## config.mk

```make
export PLATFORM = sky130hd
export DESIGN_NAME = keyed_fifo_queue_flat
export DESIGN_NICKNAME = d
export VERILOG_FILES = /design/src/hdl/kfq_pkg.sv /design/src/hdl/kfq_if.sv /design/src/hdl/kfq_ram.sv /design/src/hdl/kfq_dp.sv /design/src/hdl/kfq_ctrl.sv /design/src/hdl/keyed_fifo_queue.sv /design/src/flat_wrapper.sv
export SDC_FILE = /design/constraint.sdc
export NUM_CORES = 1
export LEC_CHECK = 0
export ABC_AREA = 1
export BUFFER_PORTS_ARGS = -buffer_cell sky130_fd_sc_hd__buf_2
export CAP_MARGIN = 10
export CORE_AREA = 2 2 338 340
export CTS_CLUSTER_DIAMETER = 50
export CTS_CLUSTER_SIZE = 40
export DETAILED_ROUTE_END_ITERATION = 10
export DIE_AREA = 0 0 340 342
export PLACE_DENSITY = 0.48
export RECOVER_POWER = 100
export SYNTH_ARGS = -nofsm -noshare
export SYNTH_HDL_FRONTEND = slang
export SYNTH_HIERARCHICAL = 1
export SYNTH_SLANG_ARGS = --single-unit
```

## constraint.sdc

```tcl
create_clock -name clk -period 13.15 [get_ports clk]
set_input_delay 1.315 -clock clk [delete_from_list [all_inputs] [get_ports clk]]
set_output_delay 1.315 -clock clk [all_outputs]
set_load 0.02 [all_outputs]
```

## src/hdl/kfq_pkg.sv

```systemverilog
`timescale 1ns / 1ps
// Shared types, operation and status codes for the keyed FIFO queue.
// No dependencies; every other file of the block except kfq_ram imports this package.
package kfq_pkg;

    localparam int QUEUE_DEPTH_DEF = 16;

    localparam int OP_W     = 3;
    localparam int DATA_W   = 16;
    localparam int STATUS_W = 2;
    localparam int OCC_W    = 5;

    localparam logic [OP_W-1:0] OP_APPEND       = 3'd0;
    localparam logic [OP_W-1:0] OP_POP          = 3'd1;
    localparam logic [OP_W-1:0] OP_REMOVE       = 3'd2;
    localparam logic [OP_W-1:0] OP_LOOKUP       = 3'd3;
    localparam logic [OP_W-1:0] OP_RESET_CURSOR = 3'd4;
    localparam logic [OP_W-1:0] OP_READ_NEXT    = 3'd5;

    localparam logic [STATUS_W-1:0] ST_OK   = 2'd0;
    localparam logic [STATUS_W-1:0] ST_MISS = 2'd1;
    localparam logic [STATUS_W-1:0] ST_FULL = 2'd2;

    typedef enum logic [1:0] {
        RES_OK,
        RES_HANDLE,
        RES_MISS,
        RES_FULL
    } res_kind_t;

    typedef enum logic [1:0] {
        RD_IDX,
        RD_NEXT,
        RD_CURSOR
    } rd_sel_t;

    typedef struct packed {
        logic      take;
        logic      load;
        rd_sel_t   rd_sel;
        logic      wr_tail;
        logic      wr_shift;
        logic      idx_inc;
        logic      count_inc;
        logic      count_dec;
        logic      cursor_clear;
        logic      cursor_inc;
        logic      cursor_adj;
        logic      res_set;
        res_kind_t res_kind;
        logic      out_load;
    } cmd_t;

    typedef struct packed {
        logic            in_valid;
        logic [OP_W-1:0] op;
        logic            full;
        logic            empty;
        logic            scan_end;
        logic            shift_end;
        logic            cursor_null;
        logic            key_hit;
        logic            out_free;
    } stat_t;

endpackage

```

## src/hdl/kfq_if.sv

```systemverilog
`timescale 1ns / 1ps
// Valid/ready channel interfaces for the keyed FIFO queue request and result.
// Depends on kfq_pkg for field widths.
interface kfq_in_if;
    import kfq_pkg::*;

    logic              valid;
    logic              ready;
    logic [OP_W-1:0]   op;
    logic [DATA_W-1:0] entry_handle;
    logic [DATA_W-1:0] entry_key;

    modport source (output valid, op, entry_handle, entry_key, input ready);
    modport sink   (input valid, op, entry_handle, entry_key, output ready);
endinterface

interface kfq_out_if;
    import kfq_pkg::*;

    logic                valid;
    logic                ready;
    logic                valid_out;
    logic [DATA_W-1:0]   handle_out;
    logic [STATUS_W-1:0] status;
    logic [OCC_W-1:0]    occupancy;

    modport source (output valid, valid_out, handle_out, status, occupancy, input ready);
    modport sink   (input valid, valid_out, handle_out, status, occupancy, output ready);
endinterface

```

## src/hdl/kfq_ram.sv

```systemverilog
`timescale 1ns / 1ps
// Generic single-write, single-read RAM with registered read data.
// No dependencies.
module kfq_ram #(
    parameter int WIDTH = 32,
    parameter int DEPTH = 16
) (
    input  logic                     clk,
    input  logic                     we,
    input  logic [$clog2(DEPTH)-1:0] waddr,
    input  logic [WIDTH-1:0]         wdata,
    input  logic [$clog2(DEPTH)-1:0] raddr,
    output logic [WIDTH-1:0]         rdata
);

    logic [WIDTH-1:0] mem_reg [DEPTH];
    logic [WIDTH-1:0] rdata_reg;

    always_ff @(posedge clk)
    begin
        if (we)
        begin
            mem_reg[waddr] <= wdata;
        end
        rdata_reg <= mem_reg[raddr];
    end

    assign rdata = rdata_reg;

endmodule

```

## src/hdl/kfq_dp.sv

```systemverilog
`timescale 1ns / 1ps
// Datapath of the keyed FIFO queue: entry RAM, count, cursor, scan index and result register.
// Depends on kfq_pkg, kfq_if and kfq_ram; driven by commands from kfq_ctrl.
module kfq_dp #(
    parameter int QUEUE_DEPTH = kfq_pkg::QUEUE_DEPTH_DEF
) (
    input  logic           clk,
    input  logic           rst_n,
    kfq_in_if.sink         in_ch,
    kfq_out_if.source      out_ch,
    input  kfq_pkg::cmd_t  cmd,
    output kfq_pkg::stat_t stat
);
    import kfq_pkg::*;

    localparam int AW = $clog2(QUEUE_DEPTH);
    localparam int CW = $clog2(QUEUE_DEPTH + 1);
    localparam int WW = 2 * DATA_W;

    logic [OP_W-1:0]     op_reg;
    logic [DATA_W-1:0]   hnd_reg;
    logic [DATA_W-1:0]   key_reg;
    logic [CW-1:0]       count_reg, count_next;
    logic [CW-1:0]       cursor_reg, cursor_next;
    logic [CW-1:0]       idx_reg;
    logic [CW-1:0]       idx_plus1;
    logic                res_valid_reg;
    logic [DATA_W-1:0]   res_handle_reg;
    logic [STATUS_W-1:0] res_status_reg;
    logic                out_valid_reg;
    logic                out_vout_reg;
    logic [DATA_W-1:0]   out_handle_reg;
    logic [STATUS_W-1:0] out_status_reg;
    logic [OCC_W-1:0]    out_occ_reg;

    logic                ram_we;
    logic [AW-1:0]       ram_waddr;
    logic [WW-1:0]       ram_wdata;
    logic [AW-1:0]       ram_raddr;
    logic [WW-1:0]       ram_q;

    assign idx_plus1 = idx_reg + CW'(1);

    kfq_ram #(
        .WIDTH (WW),
        .DEPTH (QUEUE_DEPTH)
    ) u_ram (
        .clk   (clk),
        .we    (ram_we),
        .waddr (ram_waddr),
        .wdata (ram_wdata),
        .raddr (ram_raddr),
        .rdata (ram_q)
    );

    assign ram_we    = cmd.wr_tail | cmd.wr_shift;
    assign ram_waddr = cmd.wr_tail ? count_reg[AW-1:0] : idx_reg[AW-1:0];
    assign ram_wdata = cmd.wr_tail ? {hnd_reg, key_reg} : ram_q;

    always_comb
    begin
        case (cmd.rd_sel)
            RD_IDX:    ram_raddr = idx_reg[AW-1:0];
            RD_NEXT:   ram_raddr = idx_plus1[AW-1:0];
            RD_CURSOR: ram_raddr = cursor_reg[AW-1:0];
            default:   ram_raddr = idx_reg[AW-1:0];
        endcase
    end

    always_comb
    begin
        count_next = count_reg;
        if (cmd.count_inc)
        begin
            count_next = count_reg + CW'(1);
        end
        else if (cmd.count_dec)
        begin
            count_next = count_reg - CW'(1);
        end
    end

    // A null cursor stays past the end when the queue grows.
    always_comb
    begin
        cursor_next = cursor_reg;
        if (cmd.cursor_clear)
        begin
            cursor_next = '0;
        end
        else if (cmd.cursor_inc)
        begin
            cursor_next = cursor_reg + CW'(1);
        end
        else if (cmd.count_inc && (cursor_reg >= count_reg))
        begin
            cursor_next = count_reg + CW'(1);
        end
        else if (cmd.cursor_adj && (cursor_reg > idx_reg))
        begin
            cursor_next = cursor_reg - CW'(1);
        end
    end

    always_ff @(posedge clk or negedge rst_n)
    begin
        if (!rst_n)
        begin
            count_reg     <= '0;
            cursor_reg    <= '0;
            out_valid_reg <= 1'b0;
        end
        else
        begin
            count_reg  <= count_next;
            cursor_reg <= cursor_next;
            if (cmd.out_load)
            begin
                out_valid_reg <= 1'b1;
            end
            else if (out_ch.ready)
            begin
                out_valid_reg <= 1'b0;
            end
        end
    end

    always_ff @(posedge clk)
    begin
        if (cmd.load)
        begin
            op_reg  <= in_ch.op;
            hnd_reg <= in_ch.entry_handle;
            key_reg <= in_ch.entry_key;
            idx_reg <= '0;
        end
        else if (cmd.idx_inc)
        begin
            idx_reg <= idx_plus1;
        end

        if (cmd.res_set)
        begin
            case (cmd.res_kind)
                RES_HANDLE:
                begin
                    res_valid_reg  <= 1'b1;
                    res_handle_reg <= ram_q[WW-1:DATA_W];
                    res_status_reg <= ST_OK;
                end
                RES_MISS:
                begin
                    res_valid_reg  <= 1'b0;
                    res_handle_reg <= '0;
                    res_status_reg <= ST_MISS;
                end
                RES_FULL:
                begin
                    res_valid_reg  <= 1'b0;
                    res_handle_reg <= '0;
                    res_status_reg <= ST_FULL;
                end
                default:
                begin
                    res_valid_reg  <= 1'b0;
                    res_handle_reg <= '0;
                    res_status_reg <= ST_OK;
                end
            endcase
        end

        if (cmd.out_load)
        begin
            out_vout_reg   <= res_valid_reg;
            out_handle_reg <= res_handle_reg;
            out_status_reg <= res_status_reg;
            out_occ_reg    <= OCC_W'(count_reg);
        end
    end

    assign in_ch.ready       = cmd.take;
    assign out_ch.valid      = out_valid_reg;
    assign out_ch.valid_out  = out_vout_reg;
    assign out_ch.handle_out = out_handle_reg;
    assign out_ch.status     = out_status_reg;
    assign out_ch.occupancy  = out_occ_reg;

    assign stat.in_valid    = in_ch.valid;
    assign stat.op          = op_reg;
    assign stat.full        = (count_reg == CW'(QUEUE_DEPTH));
    assign stat.empty       = (count_reg == '0);
    assign stat.scan_end    = (idx_reg >= count_reg);
    assign stat.shift_end   = (idx_plus1 >= count_reg);
    assign stat.cursor_null = (cursor_reg >= count_reg);
    assign stat.key_hit     = (ram_q[DATA_W-1:0] == key_reg);
    assign stat.out_free    = !out_valid_reg || out_ch.ready;

    assert property (@(posedge clk) disable iff (!rst_n) cursor_reg <= count_reg)
        else $error("cursor beyond end of queue");

    assert property (@(posedge clk) disable iff (!rst_n) count_reg <= CW'(QUEUE_DEPTH))
        else $error("entry count exceeds depth");

    assert property (@(posedge clk) disable iff (!rst_n) cmd.wr_shift |-> idx_plus1 < count_reg)
        else $error("shift write outside occupied slots");

    assert property (@(posedge clk) disable iff (!rst_n)
        cmd.count_inc |=> count_reg == $past(count_reg) + CW'(1))
        else $error("append did not grow the queue by one");

endmodule

```

## src/hdl/kfq_ctrl.sv

```systemverilog
`timescale 1ns / 1ps
// Controller state machine of the keyed FIFO queue: sequences decode, scan, shift and result.
// Depends on kfq_pkg; issues commands to kfq_dp and reads its status.
module kfq_ctrl (
    input  logic           clk,
    input  logic           rst_n,
    input  kfq_pkg::stat_t stat,
    output kfq_pkg::cmd_t  cmd
);
    import kfq_pkg::*;

    localparam logic [2:0] S_IDLE     = 3'd0;
    localparam logic [2:0] S_DECODE   = 3'd1;
    localparam logic [2:0] S_POP_DAT  = 3'd2;
    localparam logic [2:0] S_CHECK    = 3'd3;
    localparam logic [2:0] S_SHIFT    = 3'd4;
    localparam logic [2:0] S_SHIFT_WR = 3'd5;
    localparam logic [2:0] S_RN_DAT   = 3'd6;
    localparam logic [2:0] S_DONE     = 3'd7;

    logic [2:0] state_reg, state_next;

    always_ff @(posedge clk or negedge rst_n)
    begin
        if (!rst_n)
        begin
            state_reg <= S_IDLE;
        end
        else
        begin
            state_reg <= state_next;
        end
    end

    always_comb
    begin
        cmd        = '0;
        state_next = state_reg;
        case (state_reg)
            S_IDLE:
            begin
                cmd.take = 1'b1;
                if (stat.in_valid)
                begin
                    cmd.load   = 1'b1;
                    state_next = S_DECODE;
                end
            end
            S_DECODE:
            begin
                case (stat.op)
                    OP_APPEND:
                    begin
                        cmd.res_set = 1'b1;
                        if (stat.full)
                        begin
                            cmd.res_kind = RES_FULL;
                        end
                        else
                        begin
                            cmd.res_kind  = RES_OK;
                            cmd.wr_tail   = 1'b1;
                            cmd.count_inc = 1'b1;
                        end
                        state_next = S_DONE;
                    end
                    OP_POP:
                    begin
                        if (stat.empty)
                        begin
                            cmd.res_set  = 1'b1;
                            cmd.res_kind = RES_MISS;
                            state_next   = S_DONE;
                        end
                        else
                        begin
                            cmd.rd_sel = RD_IDX;
                            state_next = S_POP_DAT;
                        end
                    end
                    OP_REMOVE, OP_LOOKUP:
                    begin
                        if (stat.scan_end)
                        begin
                            cmd.res_set  = 1'b1;
                            cmd.res_kind = RES_MISS;
                            state_next   = S_DONE;
                        end
                        else
                        begin
                            cmd.rd_sel = RD_IDX;
                            state_next = S_CHECK;
                        end
                    end
                    OP_RESET_CURSOR:
                    begin
                        cmd.cursor_clear = 1'b1;
                        cmd.res_set      = 1'b1;
                        cmd.res_kind     = RES_OK;
                        state_next       = S_DONE;
                    end
                    OP_READ_NEXT:
                    begin
                        if (stat.cursor_null)
                        begin
                            cmd.res_set  = 1'b1;
                            cmd.res_kind = RES_MISS;
                            state_next   = S_DONE;
                        end
                        else
                        begin
                            cmd.rd_sel = RD_CURSOR;
                            state_next = S_RN_DAT;
                        end
                    end
                    default:
                    begin
                        cmd.res_set  = 1'b1;
                        cmd.res_kind = RES_OK;
                        state_next   = S_DONE;
                    end
                endcase
            end
            S_POP_DAT:
            begin
                cmd.res_set    = 1'b1;
                cmd.res_kind   = RES_HANDLE;
                cmd.cursor_adj = 1'b1;
                state_next     = S_SHIFT;
            end
            S_CHECK:
            begin
                if (stat.key_hit)
                begin
                    cmd.res_set = 1'b1;
                    if (stat.op == OP_LOOKUP)
                    begin
                        cmd.res_kind = RES_HANDLE;
                        state_next   = S_DONE;
                    end
                    else
                    begin
                        cmd.res_kind   = RES_OK;
                        cmd.cursor_adj = 1'b1;
                        state_next     = S_SHIFT;
                    end
                end
                else
                begin
                    cmd.idx_inc = 1'b1;
                    state_next  = S_DECODE;
                end
            end
            S_SHIFT:
            begin
                if (stat.shift_end)
                begin
                    cmd.count_dec = 1'b1;
                    state_next    = S_DONE;
                end
                else
                begin
                    cmd.rd_sel = RD_NEXT;
                    state_next = S_SHIFT_WR;
                end
            end
            S_SHIFT_WR:
            begin
                cmd.wr_shift = 1'b1;
                cmd.idx_inc  = 1'b1;
                state_next   = S_SHIFT;
            end
            S_RN_DAT:
            begin
                cmd.res_set    = 1'b1;
                cmd.res_kind   = RES_HANDLE;
                cmd.cursor_inc = 1'b1;
                state_next     = S_DONE;
            end
            S_DONE:
            begin
                // hold the result until the output register frees up
                if (stat.out_free)
                begin
                    cmd.out_load = 1'b1;
                    state_next   = S_IDLE;
                end
            end
            default:
            begin
                state_next = S_IDLE;
            end
        endcase
    end

endmodule

```

## src/hdl/keyed_fifo_queue.sv

```systemverilog
`timescale 1ns / 1ps
// Keyed FIFO queue: ordered task queue with append, pop, remove and lookup by key,
// and a read cursor. Depends on kfq_pkg, kfq_if, kfq_ctrl and kfq_dp.
//
// Entries sit packed in one RAM, head at slot 0. Every request gives exactly one
// transfer on the result channel. Append, cursor reset, unused codes, pop of an empty
// queue and read-next on a null cursor go straight from decode to the result; a
// read-next that returns a handle first reads the RAM at the cursor. Lookup and
// remove scan the RAM slot by slot from the head, each slot read and then checked
// against the key, until a match or the end of the queue. Pop and remove then close
// the gap slot by slot, each entry behind the taken one read and written one slot
// nearer the head. A finished result waits while the result channel stalls an
// earlier result. A new request is taken once the previous one has reached the
// output register, even while that result still waits to be taken. The RAM needs
// no clearing after reset.
module keyed_fifo_queue #(
    parameter int QUEUE_DEPTH = kfq_pkg::QUEUE_DEPTH_DEF
) (
    input  logic      clk,
    input  logic      rst_n,
    kfq_in_if.sink    in_ch,
    kfq_out_if.source out_ch
);
    import kfq_pkg::*;

    cmd_t  cmd;
    stat_t stat;

    kfq_ctrl u_ctrl (
        .clk   (clk),
        .rst_n (rst_n),
        .stat  (stat),
        .cmd   (cmd)
    );

    kfq_dp #(
        .QUEUE_DEPTH (QUEUE_DEPTH)
    ) u_dp (
        .clk    (clk),
        .rst_n  (rst_n),
        .in_ch  (in_ch),
        .out_ch (out_ch),
        .cmd    (cmd),
        .stat   (stat)
    );

endmodule
```

## src/flat_wrapper.sv

```systemverilog
// flat-port wrapper written by rule: the top's interface ports become plain ports
module keyed_fifo_queue_flat import kfq_pkg::*;
#(
    parameter int QUEUE_DEPTH = kfq_pkg::QUEUE_DEPTH_DEF
)
  (clk, rst_n, in_ch_valid, in_ch_op, in_ch_entry_handle, in_ch_entry_key, in_ch_ready, out_ch_valid, out_ch_valid_out, out_ch_handle_out, out_ch_status, out_ch_occupancy, out_ch_ready);
  kfq_in_if in_ch_i ();
  kfq_out_if out_ch_i ();
  input  logic clk;
  input  logic rst_n;
  input wire logic [$bits(in_ch_i.valid)-1:0] in_ch_valid;
  input wire logic [$bits(in_ch_i.op)-1:0] in_ch_op;
  input wire logic [$bits(in_ch_i.entry_handle)-1:0] in_ch_entry_handle;
  input wire logic [$bits(in_ch_i.entry_key)-1:0] in_ch_entry_key;
  output wire logic [$bits(in_ch_i.ready)-1:0] in_ch_ready;
  output wire logic [$bits(out_ch_i.valid)-1:0] out_ch_valid;
  output wire logic [$bits(out_ch_i.valid_out)-1:0] out_ch_valid_out;
  output wire logic [$bits(out_ch_i.handle_out)-1:0] out_ch_handle_out;
  output wire logic [$bits(out_ch_i.status)-1:0] out_ch_status;
  output wire logic [$bits(out_ch_i.occupancy)-1:0] out_ch_occupancy;
  input wire logic [$bits(out_ch_i.ready)-1:0] out_ch_ready;
  assign in_ch_i.valid = in_ch_valid;
  assign in_ch_i.op = in_ch_op;
  assign in_ch_i.entry_handle = in_ch_entry_handle;
  assign in_ch_i.entry_key = in_ch_entry_key;
  assign in_ch_ready = in_ch_i.ready;
  assign out_ch_valid = out_ch_i.valid;
  assign out_ch_valid_out = out_ch_i.valid_out;
  assign out_ch_handle_out = out_ch_i.handle_out;
  assign out_ch_status = out_ch_i.status;
  assign out_ch_occupancy = out_ch_i.occupancy;
  assign out_ch_i.ready = out_ch_ready;
  keyed_fifo_queue #(.QUEUE_DEPTH(QUEUE_DEPTH)) u_core (.clk(clk), .rst_n(rst_n), .in_ch(in_ch_i), .out_ch(out_ch_i));
endmodule
```

-- Yosys cells after proc, flatten, opt, wreduce, memory -nomap -nowiden
Memories as Yosys holds them, arrays and structs flattened. A register that Yosys moved wholly into a read port is not among the register bits.
Index checks and enable logic that the tools add are counted.
W data, S select, Z words.
- word-level logic and storage cells: 115
- bits in writable memories: 512
- bits in registers: 97
- memories kept: 1
- input port bits: 39
- muxes and demuxes: 54
- $add $sub $neg: 5
- $lt $le $gt $ge: 4
- bitwise operators: 1
- equality and inequality tests: 21
- reductions and logical operators: 14
- memory list (memory ; words ; width ; rd ports ; clocked after memory_dff ; write ports ; RTL line ; RTL):
    u_core.u_dp.u_ram.mem_reg ; 16 ; 32 ; 1 ; 1 ; 1 ; kfq_ram.sv:16 ; logic [WIDTH-1:0] mem_reg [DEPTH];
- operators by type and width (kind ; number):
    $mux W32 ; 1
    $mux W5 ; 6
    $mux W3 ; 8
    $mux W1 ; 22
    $pmux W3 S7 ; 1
    $eq A3 B3 Y1 const B ; 6
    $pmux W3 S3 ; 2
    $eq A16 B16 Y1 ; 1
    $add A5 B1 Y5 const B ; 3
    $ge A5 B5 Y1 ; 3
    $eq A3 B2 Y1 const B ; 4
    $mux W2 ; 6
    $pmux W3 S4 ; 1
    $sub A5 B1 Y5 const B ; 2
    $mux W4 ; 2
    $pmux W2 S2 ; 2
    $pmux W4 S2 ; 1
    $eq A2 B2 Y1 const B ; 3
    $eq A3 B1 Y1 const B ; 2
    $logic_not A3 Y1 ; 2
    $reduce_or A2 Y1 ; 3
    $eq A5 B5 Y1 const B ; 1
    $gt A5 B5 Y1 ; 1
    $logic_not A5 Y1 ; 1
    other kinds (11) ; 15

-- Longest topological paths before layout
- depth in word-level cells: 9
- mapped depth: 23

-- Cells and area by module
The synthesis kept the hierarchy.
- by module, submodules not included (module ; sequential area each (um^2) ; times used ; area an instance (um^2) ; cells an instance):
    kfq_ram ; 16015.4 ; 1 ; 22730.6 ; 2120
    kfq_dp ; 2717.6 ; 1 ; 4762.1 ; 478
    kfq_ctrl ; 75.1 ; 1 ; 461.7 ; 79

-- Worst setup path before layout
Ideal clock, no wire load.
- kind: input to register
- start: in in_ch_valid
- end: reg u_core.u_dp.hnd_reg[0], enable pin
- stages on the path: 3
- data arrival time: 4.101 ns
- path buffers: 1
- path slack: 8.566 ns
- cell sequence: buf_4 > inv_1 > nor3_1
- RTL lines (element ; RTL line ; RTL):
    from (decl) ; flat_wrapper.sv:11 ; input wire logic [$bits(in_ch_i.valid)-1:0] in_ch_valid;
    to (signal assigned) ; kfq_dp.sv:133 ; hnd_reg <= in_ch.entry_handle;
    to (decl) ; kfq_dp.sv:21 ; logic [DATA_W-1:0] hnd_reg;

==> flow_summary_export.csv <==
group,metric,value,unit
sta,rsz0062_at_grt,"no",
global_routing,grt_pass1_vias,17200,
routing,firstDrtPassIters,5,
hold_path,min_path_type,"reg -> reg",
cts,cts_tree,"yes",
die,die_y,342,microns
power_and_ir_drop,power.static_leakage,13.1,nW
setup_path,r2r_cells,10,
global_routing,grt_max_degree,187,
power_and_ir_drop,cellPowerDensity,277,mW/mm^2
routing,viasPerCell,4.13,
cts,postCtsSetupBuffers,0,
routing,routed-via-count,17800,
yosys,synth_edf_count,590,
run,drv_cap,33,
yosys,synthTopCellsByArea,"edfxtp_1 63%, nand2_1 11%, nand3_1 7.5%, inv_1 6.2%, dfxtp_1 2.6%",
global_routing,antenna_found_initial,5,
cts,clockRootBuffer,"clkbuf_16",
die,core.rowCount,124,
power_and_ir_drop,switching_power,3.80,mW
yosys,ys_seq_elements,641,
die,dieArea,0.116,sq mm
cts,ctsHoldBuffers,0,
cts,clkSinkCount,641,
setup_path,crit_start,"u_core/u_dp/count_reg[0]$_DFFE_PN0P_",
cts,path_clk_slew,0.06,ns
yosys,syn_inst,2677,
power_and_ir_drop,ir_drop,313,uV
die,core_area,0.113,sq mm
cts,cts_inserted_buffers,69,
setup_path,rrSetupSlack,4.67,ns
global_routing,top_usage_layer,"met2",
routing,wl_per_cell,16.8,microns
routing,drt_wl_total,72.2,mm
power_and_ir_drop,switching_share,0.428,
sta,min_period_over_period,0.645,
die,die_x,340,microns
sta,worst_pin_slew,4.59,ns
power_and_ir_drop,power_report.internal_total,5.08,mW
global_routing,grt_pass1_wl,109,mm
cells_and_area,final_nets,2804,
sta,hold_ws,0.409,ns
setup_path,critPathKind,"reg -> reg",
global_routing,grtUsageMet3,0.0198,
cells_and_area,syn_to_final_growth,14.7,%
die,ios,65,
cts,cts_resized,0,
yosys,synth_top_cell_by_area,"edfxtp_1",
setup_path,cp-start-kind,"register",
sta,finalMaxSlewViolations,813,
routing,drc,0,
sta,max_slew_margin,-2.06,
placement,place_congestion,0.794,
yosys,syn_nets,2744,
global_routing,met2_usage,0.210,
setup_path,r2r-end,"u_core/u_dp/u_ram/mem_reg[5][25]$_DFFE_PP_",
cells_and_area,num_antenna_cells,0,
setup_path,cp-end-kind,"register",
cts,h-tree-depth,3,
run_status,outcome,"finished with violations",
placement,port_buffers,64,
sta,skew,0.0411,ns
yosys,synth_top_area_frac,0.634,
cts,clk_path_buf_depth,3,
cells_and_area,largest_reg_flops,512,
yosys,syn_area,0.0280,sq mm
power_and_ir_drop,pwr-share-clk,0.234,
global_routing,grt_usage,0.125,
yosys,yosysWarnings,6,
setup_path,timing.rr.start,"u_core/u_dp/count_reg[0]$_DFFE_PN0P_",
setup_path,cp_data_arrival_time,8.67,ns
sta,period_needed,8.48,ns
power_and_ir_drop,power_frac_seq,0.333,
hold_path,holdCritStartpoint,"u_core/u_dp/res_handle_reg[11]$_SDFFCE_PN0P_",
global_routing,met1_usage,0.163,
yosys,synth_cell_types,45,
cts,clk_latency,0.64,ns
sta,setup_viol,0,
sta,max_freq,118,MHz
power_and_ir_drop,p_comb_frac,0.434,
yosys,synth-main-ff-cell,"edfxtp_1",
die,start_util,0.247,
setup_path,crit_fanout,51,
run_status,violations,"capacitance limit, slew limit",
yosys,ys_seq_area_frac,0.673,
cells_and_area,fin_cells,4306,
setup_path,cp.required,13.34,ns
yosys,synthArstFlopShare,0.0218,
yosys,synth_area_per_cell,10.4,sq um
routing,drt_iter0_drc,1356,
placement,hpwl,37.5,mm
sta,tns,0,ns
sta,finalHoldViolCount,0,
setup_path,cp-endpoint,"u_core/u_dp/u_ram/mem_reg[5][25]$_DFFE_PP_",
placement,place_inst,4178,
global_routing,grt_overflow,0,
routing,ant_nets,0,
cells_and_area,drive_gt1_frac,0.0702,
synth_stat cells, types with 4 or more instances:
library cell    n
inv_2           8
buf_4           9
or2_2           5
o21ai_0        30
xor2_1         11
nand2_2         5
ha_1           28
clkbuf_1       23
nand4_1        10
dfrtp_1        14
edfxtp_1      590
buf_1          14
dfxtp_1        37
nand2_1       803
nand3_1       418
a22oi_1         4
buf_6          30
nor2_1         64
a21oi_1        18
buf_2          45
nor3_1          4
inv_1         461
o21bai_1        4
xnor2_1        13
power by group through the flow:
| stage | Clock (mW) | Sequential [mW] | Combinational [mW] |
|---|---|---|---|
| after floorplan | 0 | 2.96 | 2.90 |
| after global placement | 0 | 2.98 | 3.93 |
| after detailed placement | 0 | 2.98 | 3.94 |
| after CTS | 2.13 | 2.94 | 3.96 |
| after global routing | 2.21 | 2.98 | 4.37 |
| final | 2.08 | 2.95 | 3.85 |
placed cells by master (no fill, tap or decap), types with 8 or more instances in the layout:
cell type	netlist	layout
nand2_1	803	804
edfxtp_1	590	590
inv_1	461	461
nand3_1	418	419
clkbuf_1	23	76
clkbuf_16	0	73
nor2_1	64	58
dfxtp_1	37	37
buf_2	45	31
o21ai_0	30	31
ha_1	28	28
a21oi_1	18	18
dfrtp_1	14	14
xnor2_1	13	13
inv_6	0	12
xor2_1	11	11
nand4_1	10	10
buf_4	9	9
inv_8	0	8
per-stage QoR:
stage,power [mW],area (sq um),utilization,worst slack [ns]
after global placement,6.91,29900,0.264,7.93
after CTS,9.03,32400,0.286,7.93
after global routing,9.57,32100,0.283,3.95
after detailed placement,6.93,29900,0.264,7.95
after floorplan,5.86,28000,-,8.57
final,8.88,32100,0.283,4.67
cell type report:
type | count | area [sq um]
repair buffers | 111 | 505
clock buffers | 81 | 1880
clock inverters | 47 | 583
fillers | 11800 | 81000
multi-input cells | 1443 | 6620
well taps | 1512 | 1890
inverters | 471 | 1780
flip-flops and latches | 641 | 18800
routing by layer:
layer / up-vias / routed length (microns)
met5: - / 53
li1: 8814 / -
met4: 10 / 1670
met1: 8482 / 32400
met3: 102 / 3460
met2: 368 / 34600
worst min-delay path by stage:
stage	slack, ns	end	cells after the start
finish	0.41	u_core/u_dp/out_ch.handle_out[11]$_DFFE_PP_	0
floorplan	0.40	u_core/u_dp/out_ch.handle_out[0]$_DFFE_PP_	0
global placement	0.40	u_core/u_dp/out_ch.valid_out$_DFFE_PP_	0
CTS	0.41	u_core/u_dp/out_ch.handle_out[11]$_DFFE_PP_	0
detailed placement	0.40	u_core/u_dp/out_ch.handle_out[2]$_DFFE_PP_	0
global route	0.42	u_core/u_dp/out_ch.handle_out[11]$_DFFE_PP_	0
cell families after synthesis:
group / share of synthesized area
simple gates: 0.202
fa+ha+maj: 0.0125
xor+xnor: 0.00752
compound gates: 0.0139
flops: 0.673
buf+inv: 0.0916
critical path, stage by stage (launching register included):
cell and delay [ns]:
dfrtp_1 0.56, inv_1 0.18, ha_1 0.23, nand2_1 0.11, nor2_1 0.07, nor3_1 0.45
clkbuf_1 1.86, o21ai_0 0.68, nand3b_1 0.52, nor2_1 1.97, clkbuf_1 1.37
No activity file was read; power rests on OpenSTA's default activity.
